## src/sv/rhsl_pkg.sv

```systemverilog
// Shared types and constants for the RGB to HSL pixel converter.
`timescale 1ns / 1ps
`default_nettype none

package rhsl_pkg;

   // Datapath widths
   localparam int CHAN_W   = 8;
   localparam int HUE_W    = 15;
   localparam int FRAC_W   = 16;
   localparam int SUM_W    = 9;
   localparam int HNUM_W   = 23;   // 3840 * numerator, numerator up to 7 * 255
   localparam int SNUM_W   = 24;   // spread * 65535
   localparam int QUOT_W   = 16;   // quotient bits, one per divider stage

   // Pipeline layout
   localparam int FRONT_STAGES = 2;
   localparam int DIV_STAGES   = QUOT_W;
   localparam int NUM_STAGES   = FRONT_STAGES + DIV_STAGES + 1;

   // 360 degrees in 1/64 degree units
   localparam logic [QUOT_W-1:0] HUE_FULL = 16'd23040;

   // Channel that holds the maximum, ties resolved red, green, blue
   typedef enum logic [1:0] {
      SECT_RED,
      SECT_GREEN,
      SECT_BLUE
   } sector_type;

   // Front end result, feeds the dividers
   typedef struct packed {
      logic [CHAN_W-1:0] alpha;
      logic [HNUM_W-1:0] hue_num;
      logic [CHAN_W-1:0] spread;
      logic [SNUM_W-1:0] sat_num;
      logic [CHAN_W-1:0] sat_den;
      logic [FRAC_W-1:0] lightness;
      logic              grey;
   } front_type;

   // Fields carried alongside the divider stages
   typedef struct packed {
      logic [CHAN_W-1:0] alpha;
      logic [FRAC_W-1:0] lightness;
      logic              grey;
   } side_type;

endpackage

`default_nettype wire

```

## src/sv/rgb_to_hsl_pixel.sv

```systemverilog
// Top level of the RGB to HSL pixel converter: pipeline control and output stage.
// Pipeline: 2 front end stages, 16 divider stages at one quotient bit each, and
//   1 output register lie between the input transaction and rsp_valid.
// Throughput: one pixel per cycle when rsp_ready is high; each stage advances
//   when empty or when its successor advances: bubbles collapse, stalls drop nothing.
// Reset clears the stage valid bits only; datapath registers are not reset.
`timescale 1ns / 1ps
`default_nettype none

module rgb_to_hsl_pixel (
   input  logic                               clock,
   input  logic                               reset,
   input  logic                               req_valid,
   output logic                               req_ready,
   input  logic [rhsl_pkg::CHAN_W-1:0]        req_alpha_in,
   input  logic [rhsl_pkg::CHAN_W-1:0]        req_red,
   input  logic [rhsl_pkg::CHAN_W-1:0]        req_green,
   input  logic [rhsl_pkg::CHAN_W-1:0]        req_blue,
   output logic                               rsp_valid,
   input  logic                               rsp_ready,
   output logic [rhsl_pkg::CHAN_W-1:0]        rsp_alpha_out,
   output logic [rhsl_pkg::HUE_W-1:0]         rsp_hue,
   output logic [rhsl_pkg::FRAC_W-1:0]        rsp_saturation,
   output logic [rhsl_pkg::FRAC_W-1:0]        rsp_lightness
);
   import rhsl_pkg::*;

   localparam int LAST = NUM_STAGES - 1;

   logic [NUM_STAGES-1:0] vld_ff, vld_in, load;
   logic [NUM_STAGES:0]   rdy;
   front_type             front;
   side_type              side_ff [DIV_STAGES];
   logic [QUOT_W-1:0]     hue_quot, sat_quot, hue_wrap;
   logic [CHAN_W-1:0]     alpha_ff, alpha_in;
   logic [HUE_W-1:0]      hue_ff, hue_in;
   logic [FRAC_W-1:0]     sat_ff, sat_in, light_ff, light_in;

   // Stage ready chain, from the output back to the input
   always_comb begin
      rdy[NUM_STAGES] = rsp_ready;
      for (int s = LAST; s >= 0; s--) begin
         rdy[s] = !vld_ff[s] || rdy[s+1];
      end
   end

   // Valid bits travel with the data
   always_comb begin
      for (int s = 0; s < NUM_STAGES; s++) begin
         load[s]   = rdy[s];
         vld_in[s] = (s == 0) ? req_valid : vld_ff[(s == 0) ? 0 : s - 1];
      end
   end

   always_ff @(posedge clock) begin
      if (reset) begin
         vld_ff <= '0;
      end else begin
         for (int s = 0; s < NUM_STAGES; s++) begin
            if (load[s]) begin
               vld_ff[s] <= vld_in[s];
            end
         end
      end
   end

   assign req_ready = rdy[0];
   assign rsp_valid = vld_ff[LAST];

   // Front end stages
   rhsl_front u_front (
      .clock   (clock),
      .step_en (load[FRONT_STAGES-1:0]),
      .alpha   (req_alpha_in),
      .red     (req_red),
      .green   (req_green),
      .blue    (req_blue),
      .front   (front)
   );

   // Hue: 3840 * numerator / spread
   rhsl_div #(
      .NUM_W (HNUM_W),
      .DEN_W (CHAN_W),
      .Q_W   (QUOT_W)
   ) u_hue_div (
      .clock    (clock),
      .step_en  (load[FRONT_STAGES+DIV_STAGES-1:FRONT_STAGES]),
      .dividend (front.hue_num),
      .divisor  (front.spread),
      .quotient (hue_quot)
   );

   // Saturation: spread * 65535 / (255 - |sum - 255|)
   rhsl_div #(
      .NUM_W (SNUM_W),
      .DEN_W (CHAN_W),
      .Q_W   (QUOT_W)
   ) u_sat_div (
      .clock    (clock),
      .step_en  (load[FRONT_STAGES+DIV_STAGES-1:FRONT_STAGES]),
      .dividend (front.sat_num),
      .divisor  (front.sat_den),
      .quotient (sat_quot)
   );

   // Side fields shadow the divider stages
   always_ff @(posedge clock) begin
      for (int s = 0; s < DIV_STAGES; s++) begin
         if (load[FRONT_STAGES+s]) begin
            if (s == 0) begin
               side_ff[s] <= '{alpha: front.alpha, lightness: front.lightness,
                               grey: front.grey};
            end else begin
               side_ff[s] <= side_ff[(s == 0) ? 0 : s - 1];
            end
         end
      end
   end

   // Output stage: hue wrap at 360 degrees, grey pixels force hue and saturation to 0
   assign hue_wrap = (hue_quot >= HUE_FULL) ? hue_quot - HUE_FULL : hue_quot;

   always_comb begin
      alpha_in = side_ff[DIV_STAGES-1].alpha;
      light_in = side_ff[DIV_STAGES-1].lightness;
      hue_in   = side_ff[DIV_STAGES-1].grey ? '0 : hue_wrap[HUE_W-1:0];
      sat_in   = side_ff[DIV_STAGES-1].grey ? '0 : sat_quot;
   end

   always_ff @(posedge clock) begin
      if (load[LAST]) begin
         alpha_ff <= alpha_in;
         hue_ff   <= hue_in;
         sat_ff   <= sat_in;
         light_ff <= light_in;
      end
   end

   assign rsp_alpha_out  = alpha_ff;
   assign rsp_hue        = hue_ff;
   assign rsp_saturation = sat_ff;
   assign rsp_lightness  = light_ff;

endmodule

`default_nettype wire

```

## src/sv/rhsl_front.sv

```systemverilog
// Front end: max/min search, spread, hue numerator, saturation operands, lightness.
`timescale 1ns / 1ps
`default_nettype none

module rhsl_front (
   input  logic                              clock,
   input  logic [1:0]                        step_en,
   input  logic [rhsl_pkg::CHAN_W-1:0]       alpha,
   input  logic [rhsl_pkg::CHAN_W-1:0]       red,
   input  logic [rhsl_pkg::CHAN_W-1:0]       green,
   input  logic [rhsl_pkg::CHAN_W-1:0]       blue,
   output rhsl_pkg::front_type               front
);
   import rhsl_pkg::*;

   // Stage A registers
   logic [CHAN_W-1:0] alpha_ff, red_ff, green_ff, blue_ff, max_ff, min_ff;
   logic [CHAN_W-1:0] max_in, min_in;
   sector_type        sector_ff, sector_in;

   // Stage B next values
   logic [CHAN_W-1:0] spread;
   logic [SUM_W-1:0]  sum;
   logic [10:0]       spread_w, num;
   front_type         front_in, front_ff;

   // Max channel and sector, red wins ties over green, green over blue
   always_comb begin
      if (red >= green && red >= blue) begin
         sector_in = SECT_RED;
         max_in    = red;
      end else if (green >= blue) begin
         sector_in = SECT_GREEN;
         max_in    = green;
      end else begin
         sector_in = SECT_BLUE;
         max_in    = blue;
      end
      min_in = (red <= green) ? red : green;
      if (blue < min_in) begin
         min_in = blue;
      end
   end

   always_ff @(posedge clock) begin
      if (step_en[0]) begin
         alpha_ff  <= alpha;
         red_ff    <= red;
         green_ff  <= green;
         blue_ff   <= blue;
         max_ff    <= max_in;
         min_ff    <= min_in;
         sector_ff <= sector_in;
      end
   end

   // Spread, sum and the sector numerator (always non-negative)
   assign spread   = max_ff - min_ff;
   assign sum      = {1'b0, max_ff} + {1'b0, min_ff};
   assign spread_w = {3'b000, spread};

   always_comb begin
      case (sector_ff)
         SECT_RED:   num = {3'b000, green_ff} + (spread_w << 2) + (spread_w << 1)
                           - {3'b000, blue_ff};
         SECT_GREEN: num = {3'b000, blue_ff} + (spread_w << 1) - {3'b000, red_ff};
         SECT_BLUE:  num = {3'b000, red_ff} + (spread_w << 2) - {3'b000, green_ff};
         default:    num = '0;
      endcase
   end

   // Constant products by shift and subtract; lightness = 128*sum + sum/2
   always_comb begin
      front_in.alpha     = alpha_ff;
      front_in.hue_num   = {num, 12'b0} - {4'b0000, num, 8'b0};
      front_in.spread    = spread;
      front_in.sat_num   = {spread, 16'b0} - {16'b0, spread};
      front_in.sat_den   = (sum <= SUM_W'(255)) ? sum[CHAN_W-1:0]
                                                : CHAN_W'(SUM_W'(510) - sum);
      front_in.lightness = {sum, 7'b0} + {8'b0, sum[SUM_W-1:1]};
      front_in.grey      = (spread == '0);
   end

   always_ff @(posedge clock) begin
      if (step_en[1]) begin
         front_ff <= front_in;
      end
   end

   assign front = front_ff;

endmodule

`default_nettype wire

```

## src/sv/rhsl_div.sv

```systemverilog
// Pipelined restoring divider, one quotient bit per register stage.
`timescale 1ns / 1ps
`default_nettype none

module rhsl_div #(
   parameter int NUM_W = 24,
   parameter int DEN_W = 8,
   parameter int Q_W   = 16
) (
   input  logic             clock,
   input  logic [Q_W-1:0]   step_en,
   input  logic [NUM_W-1:0] dividend,
   input  logic [DEN_W-1:0] divisor,
   output logic [Q_W-1:0]   quotient
);
   // Dividend must stay below divisor * 2**Q_W
   localparam int REM_W = (NUM_W > DEN_W + Q_W) ? NUM_W : DEN_W + Q_W;

   logic [REM_W-1:0] rem_ff [Q_W];
   logic [DEN_W-1:0] den_ff [Q_W];
   logic [Q_W-1:0]   q_ff   [Q_W];

   genvar i;
   for (i = 0; i < Q_W; i++) begin : g_stage
      logic [REM_W-1:0] rem_src, trial, rem_in;
      logic [DEN_W-1:0] den_in;
      logic [Q_W-1:0]   q_src, q_in;
      logic             take;

      if (i == 0) begin : g_first
         assign rem_src = REM_W'(dividend);
         assign den_in  = divisor;
         assign q_src   = '0;
      end else begin : g_next
         assign rem_src = rem_ff[i-1];
         assign den_in  = den_ff[i-1];
         assign q_src   = q_ff[i-1];
      end

      // Trial subtract of the divisor aligned to this quotient bit
      assign trial  = REM_W'(den_in) << (Q_W - 1 - i);
      assign take   = (rem_src >= trial);
      assign rem_in = take ? rem_src - trial : rem_src;
      assign q_in   = q_src | (Q_W'(take) << (Q_W - 1 - i));

      always_ff @(posedge clock) begin
         if (step_en[i]) begin
            rem_ff[i] <= rem_in;
            den_ff[i] <= den_in;
            q_ff[i]   <= q_in;
         end
      end
   end

   assign quotient = q_ff[Q_W-1];

endmodule

`default_nettype wire
```

## config.mk

```make
export PLATFORM = sky130hd
export DESIGN_NAME = rgb_to_hsl_pixel
export DESIGN_NICKNAME = d
export VERILOG_FILES = /design/src/sv/rhsl_pkg.sv /design/src/sv/rgb_to_hsl_pixel.sv /design/src/sv/rhsl_front.sv /design/src/sv/rhsl_div.sv
export SDC_FILE = /design/constraint.sdc
export NUM_CORES = 2
export LEC_CHECK = 0
export BUFFER_PORTS_ARGS = -buffer_cell sky130_fd_sc_hd__clkbuf_2
export CORE_MARGIN = 2
export CORE_UTILIZATION = 63
export CTS_CLUSTER_SIZE = 12
export DETAILED_ROUTE_END_ITERATION = 7
export PLACE_DENSITY = 0.85
export SYNTH_ARGS = -nofsm -noshare
export SYNTH_HDL_FRONTEND = slang
export SYNTH_SLANG_ARGS = --single-unit
```

## constraint.sdc

```tcl
create_clock -name clock -period 12.59 [get_ports clock]
set_input_delay 1.259 -clock clock [delete_from_list [all_inputs] [get_ports clock]]
set_output_delay 1.259 -clock clock [all_outputs]
set_load 0.1 [all_outputs]
```

Yosys cells after proc, flatten, opt, wreduce, memory -nomap -nowiden
Memories as Yosys holds them, arrays and structs flattened. A register that Yosys moved wholly into a read port is not among the register bits.
Cells that the tools add are included.
- flip-flop bits (word level): 196
- RAM bits: 1936
- input port bits: 36
- output and inout port bits: 57
- logic and storage cells: 273
- memories: 7
- add/subtract/negate cells: 46
- magnitude comparators: 39
- equality and inequality tests: 2
- multiplexer cells: 72
- bitwise logic cells: 30
- reductions and logical operators: 41
- memory list (memory ; words ; width ; rd ports ; clocked after Yosys merged registers in ; wr ports ; line ; source):
    side_ff ; 16 ; 25 ; 16 ; 0 ; 16 ; rgb_to_hsl_pixel.sv:33 ; side_type side_ff [DIV_STAGES];
    u_hue_div.rem_ff ; 16 ; 24 ; 15 ; 0 ; 16 ; rhsl_div.sv:19 ; logic [REM_W-1:0] rem_ff [Q_W];
    u_sat_div.rem_ff ; 16 ; 24 ; 15 ; 0 ; 16 ; rhsl_div.sv:19 ;
    u_hue_div.q_ff ; 16 ; 16 ; 16 ; 0 ; 16 ; rhsl_div.sv:21 ; logic [Q_W-1:0] q_ff [Q_W];
    u_sat_div.q_ff ; 16 ; 16 ; 16 ; 1 ; 16 ; rhsl_div.sv:21 ;
    u_hue_div.den_ff ; 16 ; 8 ; 15 ; 0 ; 16 ; rhsl_div.sv:20 ; logic [DEN_W-1:0] den_ff [Q_W];
    1 more memories ; n/a ; n/a ; n/a ; n/a ; n/a ; n/a ;
- operators by type and width (operator ; number):
    $mux W24 ; 32
    $sub A24 B8 Y24 ; 3
    $ge A24 B10 Y1 ; 2
    $ge A24 B11 Y1 ; 2
    $ge A24 B12 Y1 ; 2
    $ge A24 B13 Y1 ; 2
    $ge A24 B14 Y1 ; 2
    $ge A24 B15 Y1 ; 2
    $ge A24 B16 Y1 ; 2
    $ge A24 B17 Y1 ; 2
    $ge A24 B18 Y1 ; 2
    $ge A24 B19 Y1 ; 2
    $ge A24 B20 Y1 ; 2
    $ge A24 B21 Y1 ; 2
    $ge A24 B22 Y1 ; 2
    $ge A24 B8 Y1 ; 2
    $ge A24 B9 Y1 ; 2
    $sub A24 B10 Y24 ; 2
    $sub A24 B11 Y24 ; 2
    $sub A24 B12 Y24 ; 2
    $sub A24 B13 Y24 ; 2
    $sub A24 B14 Y24 ; 2
    $sub A24 B15 Y24 ; 2
    $sub A24 B16 Y24 ; 2
    other kinds (53) ; 151

Longest topological paths before layout
- word-level depth: 20
- gate-level depth with buffers: 28
- mapped depth without buffers: 28

Hierarchy
Synthesis repeated with hierarchy kept, for this count alone.
- cell total of the unflattened synthesis: 5600
- area total of the unflattened synthesis: 80766.2 um2
- modules (own cells, without submodules) (module ; instances ; cells an instance ; area each (um2) ; sequential area each (um2)):
    rhsl_div (u_hue_div) ; 1 ; 2089 ; 28503.6 ; 18497.7
    rhsl_div (u_sat_div) ; 1 ; 2089 ; 28217.1 ; 18497.7
    rgb_to_hsl_pixel ; 1 ; 606 ; 14813.0 ; 14043.5
    rhsl_front ; 1 ; 816 ; 9232.6 ; 3813.7

Worst setup path after synthesis
No wires, ideal clock.
- kind: input to output
- start: in rsp_ready
- end: out req_ready
- arrival time: 9.357 ns
- data required time: 11.331 ns
- setup slack: 1.974 ns
- stages on the path: 9
- buffers on the path: 0
- cell sequence: nor2b_1 inv_1 nor2_1 and2_1 inv_1 nor3_1 nand2_1 nor2_1 nand3_1
- word-level cells in the longest chain between the ends: 19
- ends and longest elaborated chain (item ; line ; source):
    start: declaration ; rgb_to_hsl_pixel.sv:20 ; input logic rsp_ready,
    $logic_or A1 B1 Y1 ; rgb_to_hsl_pixel.sv:43 ; rdy[s] = !vld_ff[s] || rdy[s+1];
    named net load[18] ; rgb_to_hsl_pixel.sv:30 ; logic [NUM_STAGES-1:0] vld_ff, vld_in, load;
    $logic_or A1 B1 Y1 (5 in a row) ; rgb_to_hsl_pixel.sv:43 ;
    named net load[13] ; rgb_to_hsl_pixel.sv:30 ;
    $logic_or A1 B1 Y1 (10 in a row) ; rgb_to_hsl_pixel.sv:43 ;
    named net load[3] ; rgb_to_hsl_pixel.sv:30 ;
    $logic_or A1 B1 Y1 (3 in a row) ; rgb_to_hsl_pixel.sv:43 ;
    end: declaration ; rgb_to_hsl_pixel.sv:14 ; output logic req_ready,
The timed path passes the listed nets, and every way through them passes these cells.

==> flow_metrics.env <==
export IMPL_die_area_um2=122000
export IMPL_syn_avg_cell_area_um2=14.1
export IMPL_crit_arrival_ns=7.29
export IMPL_yosysTopAreaCell="edfxtp_1"
export IMPL_synth_edf_count=1689
export IMPL_hold_viol_final=0
export IMPL_cpPeakStageDelay_ns=0.57
export IMPL_syn_inst=5337
export IMPL_slew_violations=0
export IMPL_insertion_delay_ns=0.80
export IMPL_crit_path_top_delay_cell="o21ai_0"
export IMPL_setup_tns_ns=0
export IMPL_synth_async_reset_ratio=0
export IMPL_start_util=0.636
export IMPL_cap_violations=0
export IMPL_drive_gt1_frac=0.0742
export IMPL_core_um2=118000
export IMPL_io_pins=93
export IMPL_synth_top_area_frac=0.675
export IMPL_synth_most_common_cell="edfxtp_1"
export IMPL_dr_pass1_iters=8
export IMPL_clock_sinks=1708
export IMPL_root_buffer="clkbuf_16"
export IMPL_post_cts_resized=0
export IMPL_grt_max_degree=90
export IMPL_worstPathMaxFanout=6
export IMPL_track_usage=0.241
export IMPL_cp_end_kind="register"
export IMPL_synth_seq_cells=1708
export IMPL_post_dp_hpwl_mm=93.8
export IMPL_drt_initial_drc_count=3543
export IMPL_vias=42800
export IMPL_fill_cells=6984
export IMPL_outcome="complete, but fails checks"
export IMPL_max_freq_ghz=0.148
export IMPL_hp_class="register to register"
export IMPL_finalCritPeriodShare=0.536
export IMPL_violations="DRC"
export IMPL_grt_pass1_vias=44500
export IMPL_vias_per_cell=5.95
export IMPL_synth_area_leaders="edfxtp_1 67%, ha_1 5.9%, inv_1 2.7%"
export IMPL_clkSlewWorstSetupHoldPaths_ns=0.06
export IMPL_numPortBuffers=92
export IMPL_finClkSkew_ns=0.0693
export IMPL_cts_tree="yes"
export IMPL_num_antenna_cells=0
export IMPL_synth_ff_type="edfxtp_1"
export IMPL_ctsHoldBuffers=0
export IMPL_netlist_area_um2=75200
export IMPL_critPathLaunchType="register"
export IMPL_numCtsBuffers=168
export IMPL_h_tree_depth=4
export IMPL_post_cts_buffers=0
export IMPL_clockBufferDepth=3
export IMPL_grt_pass1_wl_mm=232
export IMPL_drcViolationCount=2
export IMPL_rsz0062_at_grt="false"
export IMPL_setup_violations=0
export IMPL_synth_fp_nets=5786
export IMPL_cp_cell_sequence="inv_1 > ha_1 > inv_1 > fa_1 > xor2_1 > inv_1 > fa_1 > inv_1 > fa_1 > fa_1 > a21o_1 > a21oi_1 > nor2_1 > o311ai_0 > a31oi_1 > o21a_1 > ha_1 > a21oi_1 > nand2b_1 > o21ai_0 > a211o_1 > a21oi_1 > nand4b_1 > nand4b_1"
export IMPL_min_period_ns=6.75
export IMPL_grt_overflow=0
export IMPL_ys_warn_count=0
export IMPL_wl_per_cell_um=20.2
export IMPL_antenna_found_initial=0
export IMPL_routabilityCongestion=0.927
export IMPL_syn2layout_area_growth_pct=9.94
export IMPL_dieHeight_um=349
export IMPL_layout_nets=6011
export IMPL_ys_seq_area_frac=0.680
export IMPL_crit_type="register to register"
export IMPL_die_x_um=349
export IMPL_drt_wl_total_mm=145
export IMPL_tightest_slew_ns=1.26
export IMPL_yosys_cell_types_count=92
export IMPL_maxSlewHeadroom=0.156
export IMPL_ant_nets=0
export IMPL_rows=126
export IMPL_critical_path_required_ns=13.13
export IMPL_synth_common_cells="1689 x edfxtp_1, 536 x inv_1, 357 x ha_1, 343 x nor2_1, 275 x nand2_1"
## sequential cells by signal (all words and copies together), names as in the netlist, 15 cells and up
signal and cells:
side_ff 400, u_hue_div.rem_ff 268, u_front.front 77, u_hue_div.den_ff 111
u_hue_div.q_ff 136, rsp_lightness 16, rsp_hue 15, u_sat_div.q_ff 136
rsp_saturation 16, u_sat_div.rem_ff 346, u_sat_div.den_ff 110, vld_ff 19
## through the flow
| stage | hold slack [ns] | util | cells | area, um2 | setup slack [ns] |
|---|---|---|---|---|---|
| final | 0.400 | 0.699 | 7196 | 82600 | 5.84 |
| after detailed placement | 0.405 | 0.656 | 6928 | 77600 | 5.87 |
| after floorplan | 0.400 | - | 5337 | 75200 | 1.97 |
| after global routing | 0.411 | 0.699 | 7196 | 82600 | 5.29 |
| after global placement | 0.400 | 0.656 | 6928 | 77600 | 5.98 |
| after CTS | 0.400 | 0.699 | 7196 | 82600 | 5.88 |
## per-layer routing
| layer | track usage | part of all wire | up-vias |
|---|---|---|---|
| met1 | 0.261 | 0.36 | 20800 |
| met3 | 0.0341 | 0.045 | 454 |
| met2 | 0.457 | 0.55 | 1641 |
| li1 | - | - | 20000 |
| met4 | 0.120 | 0.050 | 0 |
| met5 | 0 | 0 | - |
## worst paths after layout
| path | cells after the start | slack (ns) | from | endpoint |
|---|---|---|---|---|
| setup / recovery | 24 | 5.84 | u_front.max_ff[0]$_DFFE_PP_ | u_front.front[76]$_DFFE_PP_ |
| hold / removal | 0 | 0.40 | u_sat_div.q_ff[11][5]$_DFFE_PP_ | u_sat_div.q_ff[12][5]$_DFFE_PP_ |
| setup reg to reg | 24 | 5.84 | u_front.max_ff[0]$_DFFE_PP_ | u_front.front[76]$_DFFE_PP_ |
| hold reg to reg | 0 | 0.40 | u_sat_div.q_ff[11][5]$_DFFE_PP_ | u_sat_div.q_ff[12][5]$_DFFE_PP_ |
## cell type report
class / count / area (um2) / area share
Inverter: 537 / 2030 / 0.0245
Clock buffer: 231 / 4460 / 0.0540
Tap cell: 1536 / 1920 / 0.0233
Timing Repair Buffer: 119 / 663 / 0.00802
Sequential cell: 1708 / 51100 / 0.618
Multi-Input combinational cell: 3028 / 21900 / 0.265
Clock inverter: 37 / 556 / 0.00672
## critical path: cells and delay by family, from the launching register on
kind | cells | cell delay [ns]
AO/OA/AOI/OAI | 9 | 2.15
XOR/XNOR | 1 | 0.50
adder cells (fa/ha/maj) | 6 | 2.47
buffers and inverters | 4 | 0.45
flip-flops | 1 | 0.38
AND/OR/NAND/NOR | 4 | 0.53
## cell families (layout without fill, tap and decap cells)
group                    count (synthesis)  count (layout)  share of synthesized area
AND/OR/NAND/NOR                       1326            1326                     0.0905
flip-flops                            1708            1708                      0.680
multiplexers                            95              95                     0.0134
buffers and inverters                  601             924                     0.0301
XOR/XNOR                               390             390                     0.0456
adder cells (fa/ha/maj)                414             414                     0.0745
AO/OA/AOI/OAI                          803             803                     0.0660
## cells in the final DEF, fill, tap and decap left out, types with 12 or more instances in the layout
master / synthesis / routed
or3_1: 39 / 39
mux2_2: 42 / 42
and2_1: 15 / 15
o21ai_0: 233 / 233
xnor2_1: 219 / 219
nand2b_1: 68 / 68
nand3b_1: 24 / 24
o21a_1: 36 / 36
nor2b_1: 110 / 110
fa_1: 56 / 56
buf_4: 1 / 27
nand3_1: 62 / 59
clkbuf_16: 0 / 169
nand4_1: 62 / 62
nor2_1: 343 / 343
o21bai_1: 12 / 12
clkbuf_2: 0 / 92
a21o_1: 68 / 68
nand4b_1: 19 / 19
nand2_1: 275 / 268
mux2i_1: 47 / 47
edfxtp_1: 1689 / 1689
a31oi_1: 18 / 18
nor4_1: 78 / 77
clkinv_1: 0 / 14
nor3b_1: 16 / 16
a21boi_0: 70 / 70
dfxtp_1: 19 / 19
xor2_1: 170 / 170
ha_1: 357 / 357
nor4b_1: 14 / 14
or4_1: 18 / 18
inv_1: 536 / 527
a21oi_1: 229 / 229
a211oi_1: 16 / 15
o31ai_1: 34 / 34
clkbuf_1: 56 / 62
nor3_1: 128 / 127
Power is left out: the tool's default activity adds up to more than one toggle a clock period on the data nets, which glitch-free logic cannot reach.
